## src/hw/rtl/ldep_pkg.sv

```systemverilog
// Shared types and constants for the lattice deposition block.
// Used by ldep_cell, ldep_regs and lattice_deposition_step; no dependencies.
package ldep_pkg;

  localparam int SITES_MAX   = 256;
  localparam int HEIGHT_BITS = 32;
  localparam int SITE_BITS   = $clog2(SITES_MAX);
  localparam int LEN_BITS    = 9;
  localparam int MODE_BITS   = 2;
  localparam int KIND_BITS   = 2;
  localparam int OUT_BITS    = 32;
  localparam int ADDR_BITS   = 3;

  typedef logic [HEIGHT_BITS-1:0] height_t;
  typedef logic [LEN_BITS-1:0]    len_t;
  typedef logic [SITE_BITS-1:0]   site_t;

  // Item kinds; the unused code acts as a read
  localparam logic [KIND_BITS-1:0] KIND_LOAD    = 2'd0;
  localparam logic [KIND_BITS-1:0] KIND_DEPOSIT = 2'd1;
  localparam logic [KIND_BITS-1:0] KIND_READ    = 2'd2;

  // Growth modes; the unused code acts as random deposition
  localparam logic [MODE_BITS-1:0] MODE_BALLISTIC = 2'd0;
  localparam logic [MODE_BITS-1:0] MODE_RANDOM    = 2'd1;
  localparam logic [MODE_BITS-1:0] MODE_RELAXED   = 2'd2;

  // Register indexes (byte address = 4 * index)
  localparam logic REG_GROWTH_MODE    = 1'b0;
  localparam logic REG_LATTICE_LENGTH = 1'b1;

  localparam logic [MODE_BITS-1:0] MODE_RESET   = MODE_BALLISTIC;
  localparam len_t                 LEN_RESET    = len_t'(256);
  localparam len_t                 LEN_MIN      = len_t'(3);
  localparam len_t                 LEN_MAX      = len_t'(SITES_MAX);

  typedef struct packed {
    logic [KIND_BITS-1:0] kind;
    logic [7:0]           site;
    logic [31:0]          height_value;
    logic                 tie_coin;
  } item_t;

  typedef struct packed {
    logic [7:0]  changed_site;
    logic [31:0] new_height;
    logic        saturated;
  } result_t;

  typedef struct packed {
    logic [MODE_BITS-1:0] growth_mode;
    len_t                 lattice_length;
  } cfg_t;

endpackage

```

## src/hw/rtl/ldep_cell.sv

```systemverilog
// One cell of the neighbor window: holds a height word and its full flag.
// Depends on ldep_pkg.
module ldep_cell (
  input  logic            clk,
  input  ldep_pkg::height_t d,
  output ldep_pkg::height_t q,
  output logic            q_full
);
  import ldep_pkg::*;

  // full flag is precomputed on entry so the saturation check is off the compare path
  always_ff @(posedge clk) begin
    q      <= d;
    q_full <= &d;
  end

endmodule

```

## config.mk

```make
export PLATFORM = sky130hd
export DESIGN_NAME = ldep_cell
export DESIGN_NICKNAME = d
export VERILOG_FILES = /design/src/hw/rtl/ldep_pkg.sv /design/src/hw/rtl/ldep_cell.sv
export SDC_FILE = /design/constraint.sdc
export NUM_CORES = 1
export LEC_CHECK = 0
export BUFFER_PORTS_ARGS = -buffer_cell sky130_fd_sc_hd__buf_2
export CORE_MARGIN = 8
export CORE_UTILIZATION = 37
export CTS_BUF_LIST = sky130_fd_sc_hd__clkbuf_4 sky130_fd_sc_hd__clkbuf_8
export DETAILED_ROUTE_END_ITERATION = 7
export PLACE_DENSITY_LB_ADDON = 0.25
export SYNTH_ARGS = -nofsm -noshare
export SYNTH_HDL_FRONTEND = slang
export SYNTH_SLANG_ARGS = --single-unit
```

## constraint.sdc

```tcl
create_clock -name clk -period 1 [get_ports clk]
set_input_delay 0.05 -clock clk [delete_from_list [all_inputs] [get_ports clk]]
set_output_delay 0.05 -clock clk [all_outputs]
set_load 0.02 [all_outputs]
```

==> flow_summary.ini <==
[outcome]
status = completed

[logic_synthesis]
yosys.area.top_type = dfxtp_1
ys_types = 4
synth.cell_area_um2 = 729
yosys-top-cells-area = dfxtp_1 (91%), nand4_1 (6.9%), or4_1 (2.1%)
synth_top_area_share_pct = 90.6
ys_seq_area_share_pct = 90.6
ys_seq_elements = 33
syn_area_per_cell_um2 = 16.6
synthCells = 44
yosysWarnings = 0
synth.net_count = 77

[critical_path]
path_buf_inv = 1
cp_max_fo = 1
critPathKind = register to primary output
cp_cell_sequence = buf_2
crit_path_max_incr_delay_ns = 0.34
cp_top_family = flip-flops
required_ns = 0.95
critPathLaunchType = register
cp.arrival_ns = 0.83
worst_setup_path_end_kind = primary output
slowest_stage = dfxtp_1

[timing]
rsz0062_at_grt = no
slew_headroom_pct = 91.8
fin_crit_sh_pct = 87.8
fin_tns_setup_ns = 0
hold_violations = 0
timing.fmax_ghz = 1.14
min_period_ns = 0.878
whs_ns = 0.0731
setup_viol = 0
worstMarginPinSlew_ns = 0.124
drv_slew = 0

[floorplan]
fp.dieW_um = 60.4
pin_count = 66
die_area_mm2 = 0.00365
start_util_pct = 38.4
row_count = 16
core_area_mm2 = 0.00190
fp.dieH_um = 60.4

[power]
p_seq_share_pct = 54.7
p_sw_share_pct = 23.1
power_density_mw_per_mm2 = 1730
power.switching_mw = 0.589
power_leakage_nw = 0.716
p_int_mw = 1.96
ir_drop_mv = 1.36
power_frac_clock_pct = 32.1
p_comb_share_pct = 13.2

[grt]
grt_overflow = 0
grt_pass1_vias = 815
grt_max_degree = 11
antenna_found_initial = 0
gr-usage-all-layers_pct = 13.9
grt_first_pass_wirelength_mm = 3.63

[cells_and_area]
layout_common_cells = buf_2 (65), dfxtp_1 (33), dlygate4sd3_1 (32)
diodes = 0
fill_cells = 137
final_area_mm2 = 0.00148
layout_commonest_cell = buf_2
fin_nets = 181
drive_above_1_share_pct = 49.0
area.growth.synth_to_final_pct = 103

[routing]
viasPerCell = 4.23
wire_per_inst_um = 13.3
first_iter_violations = 7
vias = 745
drt_first_pass_iters = 2
detail-route-antenna-nets = 0
wl_mm = 2.34
drc_errors = 0

[cts]
clock_sinks = 33
cts-htree-levels = 2
post-cts-setup-buffer-count = 0
numCtsBuffers = 5
cts_tree = yes
cts.clk_slew.worst_paths_ns = 0.10
cts_max_path_buffers = 2
root_buffer = clkbuf_4

[placement]
dpl_cell_area_mm2 = 0.00109
place_hpwl_mm = 1.59
numPortBuffers = 65
globalplace.congestion = 0.679

[flow_run]
cap_violations = 0

[hold_path]
holdCritPathClass = primary input to register
[per-layer routing]
metal / up-vias / wire, um / GRT usage (%)
met5: - / 0 / 0
met2: 42 / 1200 / 24.5
met3: 5 / 283 / 7.20
li1: 366 / - / -
met1: 332 / 822 / 12.0
met4: 0 / 36 / 9.18
[repair_timing]
item	CTS	global route
setup endpoints to repair	0	0
resized for setup	0	0
hold buffers	32	0
endpoints found under the hold margin	32	0
[per-stage QoR]
step                      worst slack (ns)  util (%)  cells  total power [mW]
after floorplan                      0.222         -     44              1.52
after global placement              0.0733      57.2    136              1.66
after detailed placement            0.0547      57.2    136              1.67
after CTS                            0.127      77.8    176              2.56
after global routing                0.0520      77.8    176              2.67
final                                0.122      77.8    176              2.55
[final timing paths]
| check | start | endpoint | slack (ns) | cells past startpoint |
|---|---|---|---|---|
| hold / removal | d[21] | q_full | 0.07 | 4 |
| setup / recovery | q[10] | q[10] | 0.12 | 1 |
[layout make-up]
class	count	area [um^2]	share of cell area, %
Clock inverter	1	5.00	0.338
Sequential cell	33	661	44.7
Multi-Input combinational cell	11	68.8	4.65
Timing Repair Buffer	97	646	43.7
Tap cell	27	33.8	2.28
Clock buffer	7	65.1	4.40
[power groups by stage]
stage / Clock [mW] / Sequential (mW) / Combinational (mW)
detailed placement: 0 / 1.43 / 0.243
global placement: 0 / 1.42 / 0.239
CTS: 0.833 / 1.39 / 0.336
finish: 0.819 / 1.40 / 0.336
floorplan: 0 / 1.52 / 0.00453
global route: 0.908 / 1.40 / 0.360
[sequential cells by signal, indices dropped and copies added (netlist names)]
name,cells
q,32
q_full,1
[Yosys cell counts (all sizes together)]
cell and count:
dfxtp 33, nand4 8, nor2 1, or4 2
[cell families after synthesis]
group            count (synthesis)  synth area share, %
DFF                             33                 90.6
and+or+nand+nor                 11                 9.43
Power figures use the tool's default switching activity.
