File: src/hw/rtl/ldep_pkg.sv
// Shared types and constants for the lattice deposition block.
// Used by ldep_cell, ldep_regs and lattice_deposition_step; no dependencies.
package ldep_pkg;

  localparam int SITES_MAX   = 256;
  localparam int HEIGHT_BITS = 32;
  localparam int SITE_BITS   = $clog2(SITES_MAX);
  localparam int LEN_BITS    = 9;
  localparam int MODE_BITS   = 2;
  localparam int KIND_BITS   = 2;
  localparam int OUT_BITS    = 32;
  localparam int ADDR_BITS   = 3;

  typedef logic [HEIGHT_BITS-1:0] height_t;
  typedef logic [LEN_BITS-1:0]    len_t;
  typedef logic [SITE_BITS-1:0]   site_t;

  // Item kinds; the unused code acts as a read
  localparam logic [KIND_BITS-1:0] KIND_LOAD    = 2'd0;
  localparam logic [KIND_BITS-1:0] KIND_DEPOSIT = 2'd1;
  localparam logic [KIND_BITS-1:0] KIND_READ    = 2'd2;

  // Growth modes; the unused code acts as random deposition
  localparam logic [MODE_BITS-1:0] MODE_BALLISTIC = 2'd0;
  localparam logic [MODE_BITS-1:0] MODE_RANDOM    = 2'd1;
  localparam logic [MODE_BITS-1:0] MODE_RELAXED   = 2'd2;

  // Register indexes (byte address = 4 * index)
  localparam logic REG_GROWTH_MODE    = 1'b0;
  localparam logic REG_LATTICE_LENGTH = 1'b1;

  localparam logic [MODE_BITS-1:0] MODE_RESET   = MODE_BALLISTIC;
  localparam len_t                 LEN_RESET    = len_t'(256);
  localparam len_t                 LEN_MIN      = len_t'(3);
  localparam len_t                 LEN_MAX      = len_t'(SITES_MAX);

  typedef struct packed {
    logic [KIND_BITS-1:0] kind;
    logic [7:0]           site;
    logic [31:0]          height_value;
    logic                 tie_coin;
  } item_t;

  typedef struct packed {
    logic [7:0]  changed_site;
    logic [31:0] new_height;
    logic        saturated;
  } result_t;

  typedef struct packed {
    logic [MODE_BITS-1:0] growth_mode;
    len_t                 lattice_length;
  } cfg_t;

endpackage

File: src/hw/rtl/ldep_regs.sv
// APB-style configuration registers: growth_mode and lattice_length.
// Depends on ldep_pkg.
module ldep_regs (
  input  logic                          clk,
  input  logic                          rst,
  input  logic                          psel,
  input  logic                          penable,
  input  logic                          pwrite,
  input  logic [ldep_pkg::ADDR_BITS-1:0] paddr,
  input  logic [31:0]                   pwdata,
  output logic [31:0]                   prdata,
  output logic                          pready,
  output ldep_pkg::cfg_t                cfg
);
  import ldep_pkg::*;

  logic wr_en;
  logic reg_sel;

  assign pready  = 1'b1;
  assign wr_en   = psel & penable & pwrite;
  assign reg_sel = paddr[2];

  always_ff @(posedge clk) begin
    if (rst) begin
      cfg.growth_mode    <= MODE_RESET;
      cfg.lattice_length <= LEN_RESET;
    end else if (wr_en) begin
      case (reg_sel)
        REG_GROWTH_MODE:    cfg.growth_mode    <= pwdata[MODE_BITS-1:0];
        REG_LATTICE_LENGTH: cfg.lattice_length <= pwdata[LEN_BITS-1:0];
        default:            ;
      endcase
    end
  end

  always_comb begin
    case (reg_sel)
      REG_GROWTH_MODE:    prdata = 32'(cfg.growth_mode);
      REG_LATTICE_LENGTH: prdata = 32'(cfg.lattice_length);
      default:            prdata = '0;
    endcase
  end

endmodule

File: config.mk
export PLATFORM = sky130hd
export DESIGN_NAME = ldep_regs
export DESIGN_NICKNAME = d
export VERILOG_FILES = /design/src/hw/rtl/ldep_pkg.sv /design/src/hw/rtl/ldep_regs.sv
export SDC_FILE = /design/constraint.sdc
export NUM_CORES = 1
export LEC_CHECK = 0
export BUFFER_PORTS_ARGS = -buffer_cell sky130_fd_sc_hd__buf_4
export CAP_MARGIN = 5
export CORE_ASPECT_RATIO = 0.9
export CORE_MARGIN = 5
export CORE_UTILIZATION = 36
export CTS_CLUSTER_DIAMETER = 40
export DETAILED_ROUTE_END_ITERATION = 7
export GPL_ROUTABILITY_DRIVEN = 0
export PLACE_DENSITY = 0.84
export SYNTH_ARGS = -nofsm -noshare
export SYNTH_HDL_FRONTEND = slang
export SYNTH_SLANG_ARGS = --single-unit
File: constraint.sdc
create_clock -name clk -period 1.4 [get_ports clk]
set_input_delay 0.28 -clock clk [delete_from_list [all_inputs] [get_ports clk]]
set_output_delay 0.28 -clock clk [all_outputs]
set_load 0.01 [all_outputs]
==> run summary, run 1 <==
Crit path largest cell delay = 0.33 ns
final hold violation count = 0
ys async rst share = 0%
effective utilization at floorplan = 38.60%
Tmin final = 1.286 ns
hold buffer count at cts = 0
Synth Area per Inst = 9.165 um2
Synth top area share = 28.95%
grt total ovfl = 0
worst min-delay path class = primary input to flop
sequential area share after synthesis = 28.95%
Worst Path Max Fanout = 3
DR DRC count = 0
Static Leakage = 0.4860 nW
Via density = 4.007
share of layout cells above drive strength 1 = 35.34%
CP Cell Sequence = mux2_2 > buf_4
Crit Path Class = flop to primary output
dpl ws = 0.1943 ns
Setup crit start kind = flop
P&R area growth vs syn = 26.15%
Slew Limit Fails = 0
CTS sink count = 11
Most used DFF post-synth = dfxtp_1
Die ar. = 0.003134 mm2
Slowest cell on crit path = dfxtp_1
Final nets = 157
Max-Cap Viols = 0
Die X = 58.46 um
Pwr Density = 703.9 mW/mm2
Post-synth EDFFs = 0
max frequency = 777.6 MHz
multi-input logic area = 419.2 um2
number of flip-flops in the largest register = 11
Clk Latency, worst-skew pair = 0.26 ns
final worst slack = 0.1139 ns
total negative setup slack = 0 ns
Longest Clk Path Bufs = 2
routed wire length = 1636 um
Die Ht = 53.61 um
biggest regs = cfg: 11 flops
Biggest register = cfg
post-synthesis cell count = 83
leading post-synthesis cells by cell area = dfxtp_1 29%, buf_4 24%, nand2b_1 15%, mux2i_1 14%, and2_1 5.8%
CTS Buf Count = 3
drt pass-1 iters = 1
initial drt markers = 0
Routed Antenna Nets = 0
Critical Path AT = 1.01 ns
htree depth = 1
ANT cells = 0
run status = finished, final reports clean
hpwl dp = 1325 um
CP Capture Type = primary output
Post-CTS Setup Inserts = 0
largest net degree at the start of global routing = 21
Core ar. = 0.001971 mm2
vias in the first global route = 578
synth warn = 0
Yosys reg bits = 11
DP Area = 933.4 um2
VDD IR max = 0.0004058 V
Tot Pwr = 0.6756 mW
post-synthesis cell type count = 13
Reg clk slew, reported paths = 0.07 ns
# fillers = 195
delay-heaviest family, CP = flip-flops
Design Area, Final = 959.7 um2
antenna violations before repair = 0
CTS resizes = 0
Mapped Area = 760.7 um2
Setup violations, final = 0
TritonCTS clock tree = yes
period utilization = 91.86%
register area = 220.2 um2
CTS Root Cell = clkbuf_4
Commonest cells post-synth = 24 x buf_4, 18 x nand2b_1, 11 x dfxtp_1, 11 x mux2i_1, 7 x and2_1
wire length per cell = 11.60 um
most frequent cell after synthesis = buf_4
Buffers & Inverters on Critical Path = 1
largest area contributor in the netlist = dfxtp_1
routed via count = 565
port buffer count = 34
I/O pin total = 84
first-pass GRT wire length = 2622 um
gr usage total = 11.25%
Worst Clk Skew = 0 ns
RSZ-0062 raised after global routing = no
Worst Path Required = 1.12 ns
# rows = 15
==> logic make-up after synthesis <==
logic type / synth area share, %
buffers and inverters: 26.81
muxes: 17.43
other: 0.9872
DFF: 28.95
and+or+nand+nor: 25.82
==> stage by stage <==
stage / hold WS, ns / util (%) / instances
6_report: 0.2782 / 48.70 / 141
5_1_grt: 0.2833 / 48.70 / 141
4_1_cts: 0.2672 / 48.70 / 141
3_5_place_dp: 0.4758 / 47.37 / 137
3_3_place_gp: 0.4688 / 47.37 / 137
2_1_floorplan: 0.4353 / - / 105
==> layer usage <==
layer,vias up,track usage [%],routed length (um),part of all wire (%)
met3,0,4.077,246,15
li1,279,-,-,-
met4,0,5.792,0,0
met5,-,0,0,0
met2,36,18.77,792,48
met1,250,12.66,597,36
==> path summary, 6_finish.rpt <==
path | start | endpoint | slack [ns] | cells after the start
setup reg to reg | cfg[0] | cfg[0] | 0.78 | 2
hold reg to reg | cfg[5] | cfg[5] | 0.49 | 2
setup / recovery | cfg[0] | prdata[0] | 0.11 | 2
hold / removal | pwdata[7] | cfg[7] | 0.28 | 3
==> power breakdown <==
group | switching, mW | internal (mW)
clock network | 0.107 | 0.110
registers | 0.00503 | 0.320
logic | 0.0712 | 0.0625
==> worst reg2reg max path, stage by stage, from the launching register on <==
cell	delay, ns
dfxtp_1	0.37
nand2b_1	0.06
mux2i_1	0.12
==> cells in the final DEF (no fill, tap or decap) <==
cell type	n
nor2_1	2
mux2i_1	11
and2_1	7
clkbuf_1	1
nand4b_4	1
conb_1	24
nand2b_1	18
buf_4	35
and4_1	1
clkbuf_4	3
mux2_2	2
dfxtp_1	11
==> cell type report <==
type / instances / area share (%)
repair buffers: 35 / 27.38
well taps: 25 / 3.259
flip-flops and latches: 11 / 22.95
clock buffers: 4 / 2.738
multi-input cells: 66 / 43.68
(Power assumes the default switching activity.)
==> run 2, diff against run 1 <==
Settings changed: CORE_UTILIZATION 36 to 30, CTS_CLUSTER_SIZE from default to 25, PLACE_DENSITY 0.84 to 0.75.
Clock period 1.4 ns to 1.1 ns, I/O delays scaled along.
==> run 2 against run 1 <==
The flow now finishes with violations (negative setup slack). Count of clock-buffer cells in the layout unchanged. Design area up 14%. Critical path type unchanged. Worst hold slack worse by 0.062 ns. Worst setup slack worse by 0.20 ns. Via count up 3.0%. Cell count up 5.7%. First-iteration DRC count up 4.
==> run summary, run 2 (synthesis results as in run 1) <==
biggest regs = cfg: 11 flops
number of flip-flops in the largest register = 11 (unchanged)
# fillers = 227 (+16%)
Worst Clk Skew = 0 ns (unchanged)
largest net degree at the start of global routing = 21 (unchanged)
hpwl dp = 1348 um (+1.8%)
first-pass GRT wire length = 2539 um (-3.2%)
Core ar. = 0.002446 mm2 (+24%)
Crit Path Class = flop to primary output
Via density = 3.906 (-2.5%)
initial drt markers = 4 (+4)
hold buffer count at cts = 0 (unchanged)
R2R Setup Slk = 0.41 ns (-0.37 ns)
antenna violations before repair = 0 (unchanged)
worst r2r src = cfg[9]
Die ar. = 0.003644 mm2 (+16%)
final worst slack = -0.08900 ns (-0.2029 ns)
Tot Pwr = 0.8681 mW (+29%)
DR DRC count = 0 (unchanged)
effective utilization at floorplan = 31.10% (-7.5 points)
Die Ht = 57.77 um (+7.8%)
CTS Buf Count = 3 (unchanged)
htree depth = 1 (unchanged)
Hold Path Stages = 3 (unchanged)
Design Area, Final = 0.001090 mm2 (+14%)
DP Area = 957.2 um2 (+2.5%)
Slowest cell on crit path = dfxtp_2
VDD IR max = 0.0006931 V (+71%)
worst hold-check slack = 0.2167 ns (-0.06154 ns)
port buffer count = 34 (unchanged)
Crit path largest cell delay = 0.32 ns (about the same)
Worst Path Required = 0.88 ns (-0.24 ns)
CP Cell Sequence = mux2_4 > buf_6
CTS Root Cell = clkbuf_4
delay-heaviest family, CP = flip-flops
Max-Cap Viols = 0 (unchanged)
share of layout cells above drive strength 1 = 52.89% (+18 points)
Static Leakage = 0.5430 nW (+12%)
placed cell count = 141 (+2.9%)
Setup crit start kind = flop
Slew Limit Fails = 0 (unchanged)
wire length per cell = 11.36 um (-2.1%)
max frequency = 841.0 MHz
most common cell after layout, fill and taps aside = buf_4
Die X = 63.08 um (+7.9%)
Pwr Density = 796.6 mW/mm2 (+13%)
commonest non-fill, non-tap cells in the layout = 29 x buf_4, 24 x conb_1, 18 x nand2b_1
CP Capture Type = primary output
Hold Startpoint = pwdata[8]
TritonCTS clock tree = yes
Reg2Reg Depth = 3 (+1)
Biggest register = cfg
I/O pin total = 84 (unchanged)
Reg clk slew, reported paths = 0.07 ns (about the same)
gr usage total = 8.618% (-2.6 points)
drt pass-1 iters = 3 (+2)
final std cells w/o fill = 149 (+5.7%)
run status = finished, violations left
routed via count = 582 (+3.0%)
vias in the first global route = 595 (+2.9%)
final core utilization = 44.55% (-4.1 points)
Clk Latency, worst-skew pair = 0.26 ns (about the same)
Longest Clk Path Bufs = 2 (unchanged)
Routed Antenna Nets = 0 (unchanged)
ANT cells = 0 (unchanged)
period utilization = 108.1%
CTS sink count = 11 (unchanged)
RSZ-0062 raised after global routing = yes
P&R area growth vs syn = 43.26%
Critical Path AT = 0.97 ns (-0.04 ns)
final hold violation count = 0 (unchanged)
Worst Path Max Fanout = 2 (-1)
Final nets = 162 (+3.2%)
# rows = 17 (+2)
Setup violations, final = 2 (+2)
worst min-delay path class = primary input to flop
r2r endpoint = cfg[9]
failing checks = negative setup slack
Worst Hold Path EP = cfg[8]
Tmin final = 1.189 ns
grt total ovfl = 0 (unchanged)
routed wire length = 1693 um (+3.5%)
Buffers & Inverters on Critical Path = 1 (unchanged)
## run 2: cell types whose count changed in the layout (fill, tap and decap cells not counted), moves of 2 or more
cell | before | now
buf_6 | 0 | 10
mux2_4 | 0 | 2
and2_1 | 7 | 0
dfxtp_1 | 11 | 0
dfxtp_2 | 0 | 11
and2_4 | 0 | 7
buf_4 | 35 | 29
mux2_2 | 2 | 0
## run 2: cell type report
cell class              count  area [um2]  share of cell area [%]
clock buffers               4       26.28                   2.411
multi-input cells          66       444.2                   40.76
flip-flops and latches     11       234.0                   21.47
well taps                  28       35.03                   3.215
repair buffers             40       350.3                   32.15
## run 2: routing by layer
layer  wire length (um)  global-route usage [%]  vias up  share of wire [%]
met4                  0                   4.545        0                  0
met2                911                   15.81       35                 54
met3                193                   2.326        0                 11
met5                  0                       0        -                  0
met1                589                   8.964      257                 35
li1                   -                       -      290                  -
## run 2: worst max path at each step
stage	startpoint	endpoint	slack, ns	depth (start not counted)
floorplan	paddr[2]	prdata[0]	0.16	2
detailed placement	paddr[2]	prdata[0]	0.04	3
finish	cfg[10]	prdata[1]	-0.09	2
CTS	cfg[0]	prdata[0]	-0.10	2
global route	cfg[9]	prdata[0]	-0.13	2
global placement	paddr[2]	prdata[0]	0.05	3
## run 2: power breakdown
part / total (mW) / switching, mW / internal [mW]
clock network: 0.260 / 0.120 / 0.140
registers: 0.415 / 0.00626 / 0.409
logic: 0.193 / 0.0956 / 0.0974
## run 2: through the flow
step	TNS [ns]	worst slack, ns
3_3_place_gp	0	0.04804
2_1_floorplan	0	0.1552
5_1_grt	-0.2497	-0.1267
4_1_cts	-0.1969	-0.1022
6_report	-0.1762	-0.08900
3_5_place_dp	0	0.03739
## run 2: worst register-to-register path, stage by stage, from the launching register on
cell,delay [ns]
dfxtp_2,0.32
buf_4,0.13
nand2b_1,0.06
mux2i_1,0.07
## run 2: what timing repair did
item | CTS | global route
resized for setup | 8 | 22
endpoints found under the hold margin | 0 | 0
setup endpoints to repair | 3 | 10
buffers inserted | 4 | 0
==> run 3, diff against run 2 <==
Settings changed: CORE_ASPECT_RATIO 0.9 to 0.6, RECOVER_POWER from default to 25, SETUP_SLACK_MARGIN from default to 0.15.
==> run 3 against run 2 <==
The run still ends with negative setup slack left. Sequential share of layout area is 1.7 points lower. Count of clock-buffer cells in the layout is 1 lower. Design area is 8.5% higher. Global-route usage is 0.73 points higher. Largest cell class unchanged. Worst setup slack better by 0.018 ns. Worst hold slack better by 0.032 ns. Total power is 17% higher. Clock skew stayed put.
==> run summary, run 3 (synthesis results as in run 1) <==
run status = finished, violations left
failing checks = negative setup slack
gr usage total = 9.349% (+0.73 points)
CTS Buf Count = 3 (unchanged)
commonest non-fill, non-tap cells in the layout = 28 x buf_4, 24 x conb_1, 18 x nand2b_1, 18 x buf_6
routed wire length = 1853 um (+9.5%)
# rows = 14 (-3)
R2R Setup Slk = 0.21 ns (-0.20 ns)
worst min-delay path class = primary input to flop
Die Ht = 49.01 um (-15%)
dpl ws = 0.03901 ns (+0.001614 ns)
Worst Hold Path EP = cfg[5]
Crit path largest cell delay = 0.32 ns (about the same)
final hold violation count = 0 (unchanged)
Reg2Reg Depth = 5 (+2)
ANT cells = 0 (unchanged)
worst r2r src = cfg[0]
vias in the first global route = 594 (-0.17%)
drt pass-1 iters = 4 (+1)
CP Cell Sequence = mux2_4 > buf_6
Critical Path AT = 0.95 ns (-0.02 ns)
number of flip-flops in the largest register = 11 (unchanged)
Tmin final = 1.171 ns (-0.01779 ns)
Core ar. = 0.002470 mm2 (+0.97%)
initial drt markers = 7 (+3)
Critical Path Source = cfg[10]
NetSw = 0.2543 mW (+14%)
port buffer count = 34 (unchanged)
CTS sink count = 11 (unchanged)
Reg clk slew, reported paths = 0.05 ns (-0.02 ns)
r2r endpoint = cfg[0]
P&R area growth vs syn = 55.43%
antenna violations before repair = 0 (unchanged)
Hold Startpoint = pwdata[5]
clock network power share = 39.0% (+9.0 points)
register area = 234.0 um2 (unchanged)
Sequential Power Share = 40.9% (-6.9 points)
Routed Antenna Nets = 0 (unchanged)
Worst Path Max Fanout = 2 (unchanged)
grt total ovfl = 0 (unchanged)
Max-Cap Viols = 0 (unchanged)
TritonCTS clock tree = yes
hpwl dp = 1334 um (-1.1%)
final worst slack = -0.07121 ns (+0.01779 ns)
multi-input logic area = 444.2 um2 (unchanged)
# fillers = 225 (-0.88%)
wire length per cell = 11.58 um (+1.9%)
Hold Path Stages = 3 (unchanged)
Biggest register = cfg
largest net degree at the start of global routing = 21 (unchanged)
hold buffer count at cts = 0 (unchanged)
Longest Clk Path Bufs = 2 (unchanged)
Slowest cell on crit path = dfxtp_2
Setup crit start kind = flop
sw frac = 25.01% (-0.59 points)
Final nets = 169 (+4.3%)
Worst Path Required = 0.88 ns (about the same)
worst hold-check slack = 0.2490 ns (+0.03233 ns)
share of layout cells above drive strength 1 = 56.25% (+3.4 points)
biggest regs = cfg: 11 flops
Pwr Density = 859.9 mW/mm2 (+7.9%)
Static Leakage = 0.5936 nW (+9.3%)
period utilization = 106.5% (-1.6 points)
DR DRC count = 0 (unchanged)
VDD IR max = 0.0005799 V (-16%)
Die ar. = 0.003676 mm2 (+0.87%)
RSZ-0062 raised after global routing = yes
I/O pin total = 84 (unchanged)
effective utilization at floorplan = 30.80% (-0.30 points)
Worst Clk Skew = 0 ns (unchanged)
first-pass GRT wire length = 2684 um (+5.7%)
Die X = 75.01 um (+19%)
routed via count = 615 (+5.7%)
Via density = 3.844 (-1.6%)
Slew Limit Fails = 0 (unchanged)
Cell Int Power = 0.7624 mW (+18%)
Setup violations, final = 3 (+1)
Comb pwr share = 20.1% (-2.1 points)
CTS Root Cell = clkbuf_8
Clk Latency, worst-skew pair = 0.23 ns (-0.03 ns)
htree depth = 1 (unchanged)
max frequency = 853.8 MHz (+1.5%)
CP Capture Type = primary output
most common cell after layout, fill and taps aside = buf_4
Crit Path Class = flop to primary output
==> run 3: cell count changes in the layout (fill, tap and decap cells not counted), sizes merged <==
cell | before | now
buf | 40 | 46
clkinv | 0 | 1
==> run 3: layout make-up <==
type | instances | area share, %
Tap cell | 32 | 3.386
Timing Repair Buffer | 47 | 35.34
Multi-Input combinational cell | 66 | 37.57
Clock buffer | 3 | 3.492
Sequential cell | 11 | 19.79
Clock inverter | 1 | 0.4233
==> run 3: worst max-delay path by stage <==
stage	end	slack (ns)	cells after the start
final	prdata[1]	-0.07	2
after global routing	prdata[1]	-0.09	2
after CTS	prdata[0]	-0.06	2
after detailed placement	prdata[0]	0.04	3
after global placement	prdata[0]	0.07	3
after floorplan	prdata[0]	0.16	2
==> run 3: power groups by stage <==
stage	Sequential, mW	Combinational (mW)	Clock (mW)
2_1_floorplan	0.426	0.155	0
3_3_place_gp	0.422	0.170	0
3_5_place_dp	0.423	0.174	0
4_1_cts	0.416	0.196	0.403
5_1_grt	0.417	0.221	0.427
6_report	0.416	0.204	0.397
==> run 3: per-stage QoR <==
stage               total power [mW]  setup TNS (ns)  std cells  cell area (um2)  util, %
CTS                            1.015         -0.1247        153             1134    45.90
detailed placement            0.5970               0        145            962.2    38.96
floorplan                     0.5810               0        105            843.3        -
finish                         1.017         -0.1530        160             1182    47.87
global placement              0.5923               0        145            962.2    38.96
global route                   1.064         -0.2255        160             1182    47.87
==> run 3: repair_timing <==
item	in CTS	in global routing
gates resized for setup	35	3
setup buffers	4	7
endpoints found under the setup margin	11	13
==> run 3: critical path: cells and delay by family, from the launching register on <==
family                 cells  cell delay [ns]
DFF                        1             0.32
muxes                      1             0.27
buffers and inverters      1             0.12
==> run 3: layer usage <==
| layer | routed length [um] | up-vias | track usage, % |
|---|---|---|---|
| li1 | - | 302 | - |
| met1 | 724 | 287 | 10.65 |
| met2 | 1016 | 26 | 17.49 |
| met3 | 112 | 0 | 2.058 |
| met4 | 0 | 0 | 1.775 |
| met5 | 0 | - | 0 |
